File: src/rtl/agl_pkg.sv
// Shared constants and types of the antialiased gradient line rasterizer.
`timescale 1ns / 1ps

package agl_pkg;

    localparam int TILE_SIZE     = 64;
    localparam int FRACTION_BITS = 16;

    localparam int COORD_W     = $clog2(TILE_SIZE);
    localparam int COLOR_W     = 8;
    localparam int SIDE_W      = COORD_W + 2;
    localparam int E_W         = FRACTION_BITS + 1;
    localparam int PROD_W      = COORD_W + E_W;
    localparam int DIV_W       = COORD_W + FRACTION_BITS;
    localparam int COLOR_NUM_W = COORD_W + COLOR_W;
    localparam int CNT_W       = $clog2(DIV_W + 1);

    localparam logic [E_W-1:0] E_ONE = E_W'(1) << FRACTION_BITS;

    typedef struct packed {
        logic start;
        logic long_div;
    } t_div_req;

    typedef struct packed {
        logic             done;
        logic [DIV_W-1:0] quotient;
    } t_div_rsp;

endpackage

File: src/rtl/agl_div.sv
// Shared restoring divider that produces one quotient bit per cycle.
`timescale 1ns / 1ps

module agl_div (
    input  logic                          i_clk,
    input  logic                          i_rst_n,
    input  agl_pkg::t_div_req             i_req,
    input  logic [agl_pkg::DIV_W-1:0]     i_dividend,
    input  logic [agl_pkg::COORD_W-1:0]   i_divisor,
    output agl_pkg::t_div_rsp             o_rsp
);

    logic                          r_busy;
    logic                          r_done;
    logic [agl_pkg::CNT_W-1:0]     r_cnt;
    logic [agl_pkg::DIV_W-1:0]     r_num;
    logic [agl_pkg::DIV_W-1:0]     r_quo;
    logic [agl_pkg::COORD_W-1:0]   r_rem;

    logic [agl_pkg::COORD_W:0]     w_trial;
    logic [agl_pkg::COORD_W:0]     w_diff;
    logic                          w_fit;

    assign w_trial = {r_rem, r_num[agl_pkg::DIV_W-1]};
    assign w_fit   = w_trial >= {1'b0, i_divisor};
    assign w_diff  = w_trial - {1'b0, i_divisor};

    always_ff @(posedge i_clk) begin
        if (!i_rst_n) begin
            r_busy <= 1'b0;
            r_done <= 1'b0;
            r_cnt  <= '0;
        end else if (i_req.start) begin
            r_busy <= 1'b1;
            r_done <= 1'b0;
            r_cnt  <= i_req.long_div ? agl_pkg::CNT_W'(agl_pkg::DIV_W)
                                     : agl_pkg::CNT_W'(agl_pkg::COLOR_NUM_W);
        end else if (r_busy) begin
            r_cnt <= r_cnt - agl_pkg::CNT_W'(1);
            if (r_cnt == agl_pkg::CNT_W'(1)) begin
                r_busy <= 1'b0;
                r_done <= 1'b1;
            end
        end else begin
            r_done <= 1'b0;
        end
    end

    always_ff @(posedge i_clk) begin
        if (i_req.start) begin
            r_rem <= '0;
            r_quo <= '0;
            r_num <= i_req.long_div
                ? i_dividend
                : i_dividend << (agl_pkg::DIV_W - agl_pkg::COLOR_NUM_W);
        end else if (r_busy) begin
            r_rem <= w_fit ? w_diff[agl_pkg::COORD_W-1:0] : w_trial[agl_pkg::COORD_W-1:0];
            r_num <= r_num << 1;
            r_quo <= {r_quo[agl_pkg::DIV_W-2:0], w_fit};
        end
    end

    assign o_rsp.done     = r_done;
    assign o_rsp.quotient = r_quo;

endmodule

File: src/rtl/antialiased_gradient_line.sv
// Top level of the antialiased gradient line rasterizer with pen state.
`timescale 1ns / 1ps

// A move command only sets the pen. A line command first runs the slope
// division, which a vertical line skips, then passes for every pixel pair
// through the states MUL_M, DIV_M, MUL_S, DIV_S, DIV_B and EMIT; a vertical
// line skips MUL_S and DIV_S. The pace is set by the single bit-serial
// divider, used in turn for the slope step and for the main red, side red
// and blue of every pair (only main red and blue on a vertical line), each
// colour a quotient by the line length. The block takes no new command
// until the last pair of a line has been loaded into the output register.
module antialiased_gradient_line (
    input  logic                          i_clk,
    input  logic                          i_rst_n,
    input  logic                          i_valid,
    output logic                          o_stall,
    input  logic                          i_opcode,
    input  logic [agl_pkg::COORD_W-1:0]   i_x_coord,
    input  logic [agl_pkg::COORD_W-1:0]   i_y_coord,
    output logic                          o_valid,
    input  logic                          i_stall,
    output logic [agl_pkg::COORD_W-1:0]   o_main_x,
    output logic [agl_pkg::COORD_W-1:0]   o_main_y,
    output logic [agl_pkg::COLOR_W-1:0]   o_main_red,
    output logic signed [agl_pkg::SIDE_W-1:0] o_side_x,
    output logic signed [agl_pkg::SIDE_W-1:0] o_side_y,
    output logic [agl_pkg::COLOR_W-1:0]   o_side_red,
    output logic                          o_side_valid,
    output logic [agl_pkg::COLOR_W-1:0]   o_blue_level,
    output logic                          o_last_pair
);

    localparam int CW = agl_pkg::COORD_W;
    localparam int FB = agl_pkg::FRACTION_BITS;

    localparam logic [2:0] S_IDLE  = 3'd0;
    localparam logic [2:0] S_INC   = 3'd1;
    localparam logic [2:0] S_MUL_M = 3'd2;
    localparam logic [2:0] S_DIV_M = 3'd3;
    localparam logic [2:0] S_MUL_S = 3'd4;
    localparam logic [2:0] S_DIV_S = 3'd5;
    localparam logic [2:0] S_DIV_B = 3'd6;
    localparam logic [2:0] S_EMIT  = 3'd7;

    logic [2:0]                        r_state;
    logic                              r_div_run;
    logic                              r_out_valid;
    logic [CW-1:0]                     r_pen_x;
    logic [CW-1:0]                     r_pen_y;
    logic [CW-1:0]                     r_x;
    logic [CW-1:0]                     r_y;
    logic [CW-1:0]                     r_i;
    logic [CW-1:0]                     r_len;
    logic [CW-1:0]                     r_minor;
    logic                              r_steep;
    logic                              r_falling;
    logic                              r_vert;
    logic [agl_pkg::E_W-1:0]           r_e;
    logic [agl_pkg::E_W-1:0]           r_inc;
    logic [agl_pkg::PROD_W-1:0]        r_prod;
    logic [agl_pkg::COLOR_W-1:0]       r_main_red;
    logic [agl_pkg::COLOR_W-1:0]       r_side_red;
    logic [agl_pkg::COLOR_W-1:0]       r_blue;
    logic [CW-1:0]                     r_o_main_x;
    logic [CW-1:0]                     r_o_main_y;
    logic [agl_pkg::COLOR_W-1:0]       r_o_main_red;
    logic [agl_pkg::SIDE_W-1:0]        r_o_side_x;
    logic [agl_pkg::SIDE_W-1:0]        r_o_side_y;
    logic [agl_pkg::COLOR_W-1:0]       r_o_side_red;
    logic                              r_o_side_valid;
    logic [agl_pkg::COLOR_W-1:0]       r_o_blue;
    logic                              r_o_last;

    logic                              w_take;
    logic [CW-1:0]                     w_adx;
    logic [CW-1:0]                     w_ady;
    logic                              w_steep;
    logic                              w_vert;
    logic                              w_falling;
    logic                              w_pen_first;
    logic [CW-1:0]                     w_len;
    logic [CW-1:0]                     w_rem;
    logic [agl_pkg::E_W-1:0]           w_factor;
    logic [agl_pkg::PROD_W-1:0]        w_prod;
    logic [agl_pkg::PROD_W+agl_pkg::COLOR_W-1:0] w_prod255;
    logic [agl_pkg::COLOR_NUM_W-1:0]   w_color_num;
    logic [agl_pkg::COLOR_NUM_W-1:0]   w_blue_num;
    logic [agl_pkg::DIV_W-1:0]         w_dividend;
    logic                              w_div_state;
    agl_pkg::t_div_req                 w_div_req;
    agl_pkg::t_div_rsp                 w_div_rsp;
    logic [agl_pkg::E_W:0]             w_e_sum;
    logic                              w_wrap;
    logic [agl_pkg::E_W-1:0]           w_e_next;
    logic [CW-1:0]                     w_ystep;
    logic [CW-1:0]                     w_x_next;
    logic [CW-1:0]                     w_y_next;
    logic                              w_last;
    logic                              w_load;

    assign o_stall = r_state != S_IDLE;
    assign w_take  = (r_state == S_IDLE) && i_valid;

    assign w_adx       = (i_x_coord > r_pen_x) ? i_x_coord - r_pen_x : r_pen_x - i_x_coord;
    assign w_ady       = (i_y_coord > r_pen_y) ? i_y_coord - r_pen_y : r_pen_y - i_y_coord;
    assign w_steep     = w_ady > w_adx;
    assign w_vert      = w_adx == '0;
    assign w_falling   = (i_y_coord != r_pen_y) &&
                         ((i_x_coord > r_pen_x) != (i_y_coord > r_pen_y));
    assign w_pen_first = w_steep ? (w_falling ? (r_pen_y > i_y_coord) : (r_pen_y < i_y_coord))
                                 : (r_pen_x < i_x_coord);
    assign w_len       = w_steep ? w_ady : w_adx;

    assign w_rem     = r_len - r_i;
    assign w_factor  = (r_state == S_MUL_M) ? agl_pkg::E_ONE - r_e : r_e;
    assign w_prod    = agl_pkg::PROD_W'(w_rem) * agl_pkg::PROD_W'(w_factor);
    assign w_prod255 = {r_prod, {agl_pkg::COLOR_W{1'b0}}} - {{agl_pkg::COLOR_W{1'b0}}, r_prod};
    assign w_color_num = w_prod255[FB +: agl_pkg::COLOR_NUM_W];
    assign w_blue_num  = {r_i, {agl_pkg::COLOR_W{1'b0}}} - {{agl_pkg::COLOR_W{1'b0}}, r_i};

    always_comb begin
        case (r_state)
            S_INC:   w_dividend = {r_minor, {FB{1'b0}}};
            S_DIV_B: w_dividend = agl_pkg::DIV_W'(w_blue_num);
            default: w_dividend = agl_pkg::DIV_W'(w_color_num);
        endcase
    end

    assign w_div_state = (r_state == S_INC) || (r_state == S_DIV_M) ||
                         (r_state == S_DIV_S) || (r_state == S_DIV_B);
    assign w_div_req.start    = w_div_state && !r_div_run;
    assign w_div_req.long_div = r_state == S_INC;

    agl_div u_div (
        .i_clk      (i_clk),
        .i_rst_n    (i_rst_n),
        .i_req      (w_div_req),
        .i_dividend (w_dividend),
        .i_divisor  (r_len),
        .o_rsp      (w_div_rsp)
    );

    assign w_e_sum  = {1'b0, r_e} + {1'b0, r_inc};
    assign w_wrap   = w_e_sum >= {1'b0, agl_pkg::E_ONE};
    assign w_e_next = w_wrap ? agl_pkg::E_W'(w_e_sum - {1'b0, agl_pkg::E_ONE})
                             : w_e_sum[agl_pkg::E_W-1:0];
    assign w_ystep  = r_falling ? r_y - CW'(1) : r_y + CW'(1);

    always_comb begin
        if (r_vert) begin
            w_x_next = r_x;
            w_y_next = r_y + CW'(1);
        end else if (r_steep) begin
            w_x_next = r_x + CW'(w_wrap);
            w_y_next = w_ystep;
        end else begin
            w_x_next = r_x + CW'(1);
            w_y_next = w_wrap ? w_ystep : r_y;
        end
    end

    assign w_last = r_i == r_len - CW'(1);
    assign w_load = (r_state == S_EMIT) && (!r_out_valid || !i_stall);

    always_ff @(posedge i_clk) begin
        if (!i_rst_n) begin
            r_state     <= S_IDLE;
            r_div_run   <= 1'b0;
            r_out_valid <= 1'b0;
            r_pen_x     <= '0;
            r_pen_y     <= '0;
        end else begin
            if (w_div_req.start) begin
                r_div_run <= 1'b1;
            end else if (w_div_rsp.done) begin
                r_div_run <= 1'b0;
            end

            if (w_load) begin
                r_out_valid <= 1'b1;
            end else if (!i_stall) begin
                r_out_valid <= 1'b0;
            end

            case (r_state)
                S_IDLE: begin
                    if (w_take) begin
                        r_pen_x <= i_x_coord;
                        r_pen_y <= i_y_coord;
                        if (i_opcode && (w_len != '0)) begin
                            r_state <= w_vert ? S_MUL_M : S_INC;
                        end
                    end
                end
                S_INC: begin
                    if (w_div_rsp.done) begin
                        r_state <= S_MUL_M;
                    end
                end
                S_MUL_M: begin
                    r_state <= S_DIV_M;
                end
                S_DIV_M: begin
                    if (w_div_rsp.done) begin
                        r_state <= r_vert ? S_DIV_B : S_MUL_S;
                    end
                end
                S_MUL_S: begin
                    r_state <= S_DIV_S;
                end
                S_DIV_S: begin
                    if (w_div_rsp.done) begin
                        r_state <= S_DIV_B;
                    end
                end
                S_DIV_B: begin
                    if (w_div_rsp.done) begin
                        r_state <= S_EMIT;
                    end
                end
                S_EMIT: begin
                    if (w_load) begin
                        r_state <= w_last ? S_IDLE : S_MUL_M;
                    end
                end
                default: begin
                    r_state <= S_IDLE;
                end
            endcase
        end
    end

    always_ff @(posedge i_clk) begin
        if (w_take) begin
            r_len     <= w_len;
            r_minor   <= w_steep ? w_adx : w_ady;
            r_steep   <= w_steep && !w_vert;
            r_falling <= w_falling && !w_vert;
            r_vert    <= w_vert;
            r_e       <= '0;
            r_inc     <= '0;
            r_i       <= '0;
            r_x       <= w_pen_first ? r_pen_x : i_x_coord;
            if (w_vert) begin
                r_y <= (r_pen_y < i_y_coord) ? r_pen_y : i_y_coord;
            end else begin
                r_y <= w_pen_first ? r_pen_y : i_y_coord;
            end
        end

        if ((r_state == S_INC) && w_div_rsp.done) begin
            r_inc <= w_div_rsp.quotient[agl_pkg::E_W-1:0];
        end

        if ((r_state == S_MUL_M) || (r_state == S_MUL_S)) begin
            r_prod <= w_prod;
        end

        if (w_div_rsp.done) begin
            case (r_state)
                S_DIV_M: r_main_red <= w_div_rsp.quotient[agl_pkg::COLOR_W-1:0];
                S_DIV_S: r_side_red <= w_div_rsp.quotient[agl_pkg::COLOR_W-1:0];
                S_DIV_B: r_blue     <= w_div_rsp.quotient[agl_pkg::COLOR_W-1:0];
                default: r_blue     <= r_blue;
            endcase
        end

        if (w_load) begin
            r_o_main_x     <= r_steep ? r_x + CW'(1) : r_x;
            r_o_main_y     <= (!r_steep && !r_falling && !r_vert) ? r_y + CW'(1) : r_y;
            r_o_main_red   <= r_main_red;
            r_o_side_x     <= r_vert ? '0 : agl_pkg::SIDE_W'(r_x);
            if (r_vert) begin
                r_o_side_y <= '0;
            end else if (r_falling && !r_steep) begin
                r_o_side_y <= agl_pkg::SIDE_W'(r_y) - agl_pkg::SIDE_W'(1);
            end else begin
                r_o_side_y <= agl_pkg::SIDE_W'(r_y);
            end
            r_o_side_red   <= r_vert ? '0 : r_side_red;
            r_o_side_valid <= !r_vert;
            r_o_blue       <= r_blue;
            r_o_last       <= w_last;
            r_e            <= w_e_next;
            r_x            <= w_x_next;
            r_y            <= w_y_next;
            r_i            <= r_i + CW'(1);
        end
    end

    assign o_valid      = r_out_valid;
    assign o_main_x     = r_o_main_x;
    assign o_main_y     = r_o_main_y;
    assign o_main_red   = r_o_main_red;
    assign o_side_x     = r_o_side_x;
    assign o_side_y     = r_o_side_y;
    assign o_side_red   = r_o_side_red;
    assign o_side_valid = r_o_side_valid;
    assign o_blue_level = r_o_blue;
    assign o_last_pair  = r_o_last;

    a_error_below_one: assert property (@(posedge i_clk) disable iff (!i_rst_n)
        (r_state != S_IDLE) |-> (r_e < agl_pkg::E_ONE))
        else $error("Error fraction reached one inside a line.");

    a_step_in_line: assert property (@(posedge i_clk) disable iff (!i_rst_n)
        (r_state != S_IDLE) |-> (r_i < r_len))
        else $error("Step index ran past the line length.");

    a_div_done_owned: assert property (@(posedge i_clk) disable iff (!i_rst_n)
        w_div_rsp.done |-> ((r_state == S_INC) || (r_state == S_DIV_M) ||
                            (r_state == S_DIV_S) || (r_state == S_DIV_B)))
        else $error("Divider finished outside a division state.");

    a_last_ends_line: assert property (@(posedge i_clk) disable iff (!i_rst_n)
        (w_load && w_last) |=> (r_state == S_IDLE))
        else $error("Sequencer kept running after the last pixel pair.");

endmodule

File: config.mk
export PLATFORM = sky130hd
export DESIGN_NAME = antialiased_gradient_line
export DESIGN_NICKNAME = d
export VERILOG_FILES = /design/src/rtl/agl_pkg.sv /design/src/rtl/agl_div.sv /design/src/rtl/antialiased_gradient_line.sv
export SDC_FILE = /design/constraint.sdc
export NUM_CORES = 1
export LEC_CHECK = 0
export BUFFER_PORTS_ARGS = -buffer_cell sky130_fd_sc_hd__buf_2
export CAP_MARGIN = 5
export CORE_ASPECT_RATIO = 1.1
export CORE_UTILIZATION = 35
export DETAILED_ROUTE_END_ITERATION = 10
export GPL_TIMING_DRIVEN = 1
export MAX_ROUTING_LAYER = met4
export PLACE_DENSITY_LB_ADDON = 0.12
export REMOVE_ABC_BUFFERS = 1
export SETUP_SLACK_MARGIN = 0.15
export SLEW_MARGIN = 20
export SYNTH_ARGS = -nofsm -noshare
export SYNTH_HDL_FRONTEND = slang
export SYNTH_SLANG_ARGS = --single-unit
File: constraint.sdc
create_clock -name i_clk -period 6.8 [get_ports i_clk]
set_input_delay 0.34 -clock i_clk [delete_from_list [all_inputs] [get_ports i_clk]]
set_output_delay 0.34 -clock i_clk [all_outputs]
set_load 0.02 [all_outputs]
==> results.cfg, run 1 <==
[worst_setup_path]
crit_end = r_prod[22]$_DFFE_PP_
r2r-start = r_i[2]$_SDFFCE_PN0P_
startpoint = r_i[2]$_SDFFCE_PN0P_
cpPeakStageDelay_ns = 0.64
path_cells = inv_1 > ha_1 > a21o_1 > a21o_1 > a21oi_1 > xnor2_1 > nor2_1 > fa_1 > fa_1 > inv_1 > fa_1 > inv_1 > ha_1 > a21oi_1 > nor2_1 > a211oi_1 > a311oi_1 > buf_4 > a2111oi_0 > o21bai_1 > a21oi_1 > xnor2_1
reg2reg_slack_ns = 0.60
cp_num_buf_inv = 4
crit_arrival_ns = 6.51
end_kind = register
cp_slowest_cell = xnor2_1
path_max_fanout = 10
crit_type = reg2reg
reg2reg_to = r_prod[22]$_DFFE_PP_
ff2ff_path_depth = 22
crit_cells = 22
worstPathRequired_ns = 7.11
cp_top_family = adder cells
start_kind = register

[floorplanning]
die_y_microns = 227.8
fp.dieW_microns = 207.2
ios = 73
die-area_sq_um = 47200
num_rows = 82
initial_utilization = 0.3552
core_sq_um = 45660

[global_route]
grt_start_max_net_pins = 78
grt_pass1_vias = 11670
grt.total_usage = 0.1729
overflow = 0
antenna_found_initial = 0
grt_pass1_wl_microns = 63510

[power]
leakagePower_nw = 7.477
powerDensity_nw_per_um2 = 541.2
vdd_drop_max_mv = 0.4141

[sta]
finalSetupViolations = 0
fin_crit_ns = 6.200
worst_pin_slew_ns = 1.050
worst_clock_skew_ns = 0.02764
tns_ns = 0
hold_violations = 0
rsz0062_at_grt = no
timing.slew.headroom = 0.3003
max_freq_mhz = 161.3
drv_slew = 0
fin_crit_sh = 0.9117

[final_layout]
fin_area_sq_um = 18170
layout-drive-gt1-share = 0.1041
layout_commonest_cell = nor2_1
finalNetCount = 1897
layout_common_cells = nor2_1, edfxtp_1, inv_1, nand2_1, ha_1
syn2layout_area_growth_pct = 12.02
antennaDiodeCount = 0

[placed_design]
io_buffers = 70
place_congestion = 0.8451
dp_hpwl_microns = 29830
dpl_cell_area_sq_um = 17110

[outcome]
status = completed

[clock_network]
clock_latency_ns = 0.58
cts_tree = done
post_cts_resized = 0
cts_root_buffer = clkbuf_16
cts_inserted_buffers = 29
clk_pin_slew_ns = 0.07
clockBufferDepth = 3
htreeDepth = 1
clock_sinks = 234

[detailed_routing]
initialDrtViolationCount = 704
vias = 11700
routed_wl_microns = 39920
drcViolationCount = 0
ant_nets = 0
drt-vias-per-instance = 5.071
wl_per_cell_microns = 17.29
first_pass_iters = 5

[synthesis]
postSynthAreaPerCell_sq_um = 9.889
ys_ff_latch = 234
synth_edf_count = 187
yosysSeqAreaShare = 0.4043
synth_cells = 1640
ys_async_sr_fraction = 0
synth.distinct_cells = 84
synthFlopType = edfxtp_1
syn_area_sq_um = 16220
ys_warn_count = 0

[run]
cap_violations = 0

[min_path]
hold_path.class = in2reg
final cells by class:
type	instances	area, sq um
Tap cell	588	735.7
Sequential cell	234	6556
Multi-Input combinational cell	1179	8756
Clock buffer	33	750.7
Fill cell	4535	27490
Timing Repair Buffer	89	505.5
Inverter	164	615.6
Clock inverter	21	247.7
cell usage after synthesis (10+ instances only):
master,number,share of area
or3_1,10,0.0039
inv_1,162,0.037
a21o_1,25,0.012
xnor2_1,65,0.035
clkbuf_1,47,0.011
nor4_1,12,0.0046
a31oi_1,10,0.0039
nor2_1,193,0.045
mux2i_1,31,0.019
dfxtp_1,47,0.058
nor2b_1,41,0.016
o211ai_1,10,0.0046
and3_1,10,0.0039
a211oi_1,10,0.0046
ha_1,115,0.089
nand4_1,17,0.0066
fa_1,68,0.084
xor2_1,31,0.017
a21oi_1,106,0.033
and2_1,39,0.015
nand3_1,17,0.0052
or2_2,19,0.0073
o21ai_0,59,0.018
nand2b_1,19,0.0073
edfxtp_1,187,0.35
nor3_1,20,0.0062
nand2_1,121,0.028
state kept, by name, indices dropped and copies added, names as in the netlist, 7 cells and up:
signal / count
o_blue_level: 8
o_main_red: 8
o_side_red: 8
o_side_y: 7
r_blue: 8
r_e: 17
r_inc: 17
r_main_red: 8
r_prod: 23
r_side_red: 8
u_div.r_num: 22
u_div.r_quo: 17
worst register-to-register path, delay by kind of cell (launching register included):
family | cells | cell delay [ns]
AO/OA/AOI/OAI | 9 | 1.68
buffers and inverters | 4 | 0.43
flip-flops | 1 | 0.56
adder cells (fa/ha/maj) | 5 | 2.33
AND/OR/NAND/NOR | 2 | 0.23
XOR/XNOR | 2 | 0.73
metal layers:
layer / track usage / up-vias / wire length [microns]
met5: - / - / 0
met4: 0.05131 / 0 / 1124
met3: 0.01982 / 56 / 1148
met2: 0.2890 / 174 / 19280
met1: 0.2200 / 5679 / 18360
li1: - / 5795 / -
kinds of logic (layout without fill, tap and decap cells):
group,Yosys count,count (layout),synth area share
and+or+nand+nor,545,545,0.1620
other,1,3,0.0002312
DFF,234,234,0.4043
xor gates and xnor gates,97,97,0.05285
AOI/OAI and AO/OA,310,310,0.1234
adders and majority gates,183,183,0.1727
buffers and inverters,229,307,0.05709
muxes,41,41,0.02754
how the worst min path moves through the flow:
| stage | startpoint | end | depth (start not counted) |
|---|---|---|---|
| after floorplan | r_blue[0]$_DFFE_PP_ | o_blue_level[0]$_DFFE_PP_ | 0 |
| after global placement | r_main_red[5]$_DFFE_PP_ | o_main_red[5]$_DFFE_PP_ | 0 |
| after detailed placement | r_main_red[1]$_DFFE_PP_ | o_main_red[1]$_DFFE_PP_ | 0 |
| after CTS | i_y_coord[1] | r_pen_y[1]$_SDFFE_PN0P_ | 3 |
| after global routing | i_x_coord[5] | r_pen_x[5]$_SDFFE_PN0P_ | 3 |
| final | i_y_coord[1] | r_pen_y[1]$_SDFFE_PN0P_ | 3 |
stage by stage:
step,setup slack (ns),total power [mW],cells,hold slack [ns],util
floorplan,0.9211,6.803,1577,0.4003,-
global placement,0.7328,8.258,2249,0.4025,0.3748
detailed placement,0.6623,8.322,2249,0.4056,0.3748
CTS,0.6004,10.00,2308,0.007395,0.3978
finish,0.6004,9.832,2308,0.04103,0.3979
global route,0.1646,10.77,2308,0.02019,0.3979
power breakdown:
group          switching [mW]  internal (mW)  leakage, nW  total, mW
sequential              0.215           2.07         2.15       2.29
combinational            3.44           2.48         4.84       5.92
clock                   0.667          0.957        0.482       1.62
what timing repair did:
| item | CTS | global route |
|---|---|---|
| hold endpoints to repair | 5 | 0 |
| buffers inserted | 0 | 0 |
| hold buffers | 5 | 0 |
No activity file was read; power rests on OpenSTA's default activity.
==> run 2, diff against run 1 <==
--- a/config.mk
+++ b/config.mk
@@ -8,9 +8,10 @@
 export BUFFER_PORTS_ARGS = -buffer_cell sky130_fd_sc_hd__buf_2
 export CAP_MARGIN = 5
 export CORE_ASPECT_RATIO = 1.1
-export CORE_UTILIZATION = 35
+export CORE_UTILIZATION = 55
 export DETAILED_ROUTE_END_ITERATION = 10
 export GPL_TIMING_DRIVEN = 1
+export HOLD_SLACK_MARGIN = 0.08
 export MAX_ROUTING_LAYER = met4
 export PLACE_DENSITY_LB_ADDON = 0.12
 export REMOVE_ABC_BUFFERS = 1
==> constraint.sdc (replaced) <==
create_clock -name i_clk -period 7.13 [get_ports i_clk]
set_input_delay 0.3565 -clock i_clk [delete_from_list [all_inputs] [get_ports i_clk]]
set_output_delay 0.3565 -clock i_clk [all_outputs]
set_load 0.02 [all_outputs]
==> results.cfg, run 2 (synthesis results as in run 1) <==
[sta]
rsz0062_at_grt = no
tns_ns = 0
timing.slew.headroom = 0.2968
setup_ws_ns = 0.8716
drv_slew = 0
fin_crit_sh = 0.8778
worst_pin_slew_ns = 1.054
finalSetupViolations = 0
hold_violations = 0
max_freq_mhz = 159.8
worst_clock_skew_ns = 0.01389
fin_crit_ns = 6.258

[final_layout]
finalNetCount = 1891
layout_common_cells = nor2_1, edfxtp_1, inv_1, nand2_1, ha_1
final_cells = 2080
syn2layout_area_growth_pct = 9.505
largest-register = r_prod
layout-drive-gt1-share = 0.09410
layout_commonest_cell = nor2_1
reg_top3 = r_prod x23, u_div.r_num x22
largest_reg_flops = 23

[detailed_routing]
ant_nets = 0
initialDrtViolationCount = 696
drcViolationCount = 0
vias = 11840
first_pass_iters = 5
routed_wl_microns = 35940
wl_per_cell_microns = 17.28
drt-vias-per-instance = 5.692

[clock_network]
cts_tree = done
clk_pin_slew_ns = 0.06
cts_inserted_buffers = 26
clockBufferDepth = 3
cts_root_buffer = clkbuf_16
clock_latency_ns = 0.54
htreeDepth = 1
clock_sinks = 234

[worst_setup_path]
crit_type = reg2reg
path_max_fanout = 9
crit_arrival_ns = 6.55
start_kind = register
end_kind = register
worstPathRequired_ns = 7.42

[power]
powerDensity_nw_per_um2 = 517.3
vdd_drop_max_mv = 0.4389
leakagePower_nw = 7.406

[global_route]
antenna_found_initial = 1
grt.total_usage = 0.2479
grt_pass1_wl_microns = 58440
overflow = 0
grt_pass1_vias = 11540
grt_start_max_net_pins = 78

[run]
cap_violations = 0

[outcome]
status = completed

[placed_design]
dp.cells = 2025
place_congestion = 0.8591
dp_hpwl_microns = 27200
io_buffers = 70
pre_cts_ws_ns = 0.9373

[floorplanning]
initial_utilization = 0.5617
die-area_sq_um = 30180
num_rows = 65
ios = 73
fp.dieW_microns = 165.7
die_y_microns = 182.1
core_sq_um = 28870

[min_path]
hold_path.class = in2reg
[run 2: changes by cell type in the layout (fill, tap and decap cells not counted), sizes merged]
| cell | change |
|---|---|
| buf | -4 |
| clkinvlp | -4 |
| inv | -3 |
| clkinv | +1 |
| diode | +1 |
| dlygate4sd3 | +1 |
[run 2: final cells by class]
cell class | instances | area, sq um
Fill cell | 2434 | 11110
Multi-Input combinational cell | 1179 | 8755
Sequential cell | 234 | 6556
Clock buffer | 33 | 696.9
Inverter | 164 | 615.6
Timing Repair Buffer | 86 | 485.5
Tap cell | 368 | 460.4
Clock inverter | 15 | 187.7
Antenna cell | 1 | 2.502
[run 2: what timing repair did]
item,4_1_cts,5_1_grt
hold buffers,6,0
hold endpoints to repair,6,0
resized for setup,0,0
setup endpoints to repair,0,0
setup buffers,0,0
[run 2: layer usage]
metal / routed length, microns / track usage / share of wire / vias up
li1: - / - / - / 5796
met1: 15310 / 0.3019 / 0.43 / 5738
met2: 18280 / 0.4349 / 0.51 / 233
met3: 1309 / 0.02537 / 0.036 / 73
met4: 1034 / 0.07738 / 0.029 / 0
met5: 0 / - / 0 / -
[run 2: final timing paths]
path | cells after the start | end | slack (ns) | start
worst min register to register | 0 | o_main_red[5]$_DFFE_PP_ | 0.42 | r_main_red[5]$_DFFE_PP_
worst max-delay path | 23 | r_prod[22]$_DFFE_PP_ | 0.87 | r_len[0]$_DFFE_PP_
worst max register to register | 23 | r_prod[22]$_DFFE_PP_ | 0.87 | r_len[0]$_DFFE_PP_
worst min-delay path | 3 | r_pen_x[0]$_SDFFE_PN0P_ | 0.10 | i_x_coord[0]
[run 2: metrics by stage]
| stage | cell area (sq um) | hold slack [ns] | util | total power, mW |
|---|---|---|---|---|
| after floorplan | 15920 | 0.4003 | - | 6.489 |
| after global placement | 16810 | 0.4030 | 0.5821 | 7.721 |
| after detailed placement | 16810 | 0.4054 | 0.5821 | 7.859 |
| after CTS | 17750 | 0.08085 | 0.6149 | 9.286 |
| after global routing | 17760 | 0.08410 | 0.6151 | 10.09 |
| final | 17760 | 0.1008 | 0.6151 | 9.186 |
[run 2: worst max-delay path, cell delays in order, from the launching register on]
cell and delay (ns):
edfxtp_1 0.43, inv_1 0.11, ha_1 0.15, inv_1 0.06
fa_1 0.40, a21o_1 0.19, a21oi_1 0.17, xor2_1 0.63
nor2_1 0.15, fa_1 0.52, fa_1 0.55, inv_1 0.06
fa_1 0.53, inv_1 0.04, ha_1 0.32, nand2_1 0.07
o21ai_0 0.15, o31ai_1 0.38, a311oi_1 0.16, buf_4 0.18
a2111oi_0 0.37, o21bai_1 0.12, a21oi_1 0.18, xnor2_1 0.08
[run 2: power breakdown]
| group | internal, mW | total [mW] | switching [mW] |
|---|---|---|---|
| combinational | 2.35 | 5.61 | 3.26 |
| sequential | 1.98 | 2.19 | 0.213 |
| clock | 0.837 | 1.38 | 0.547 |
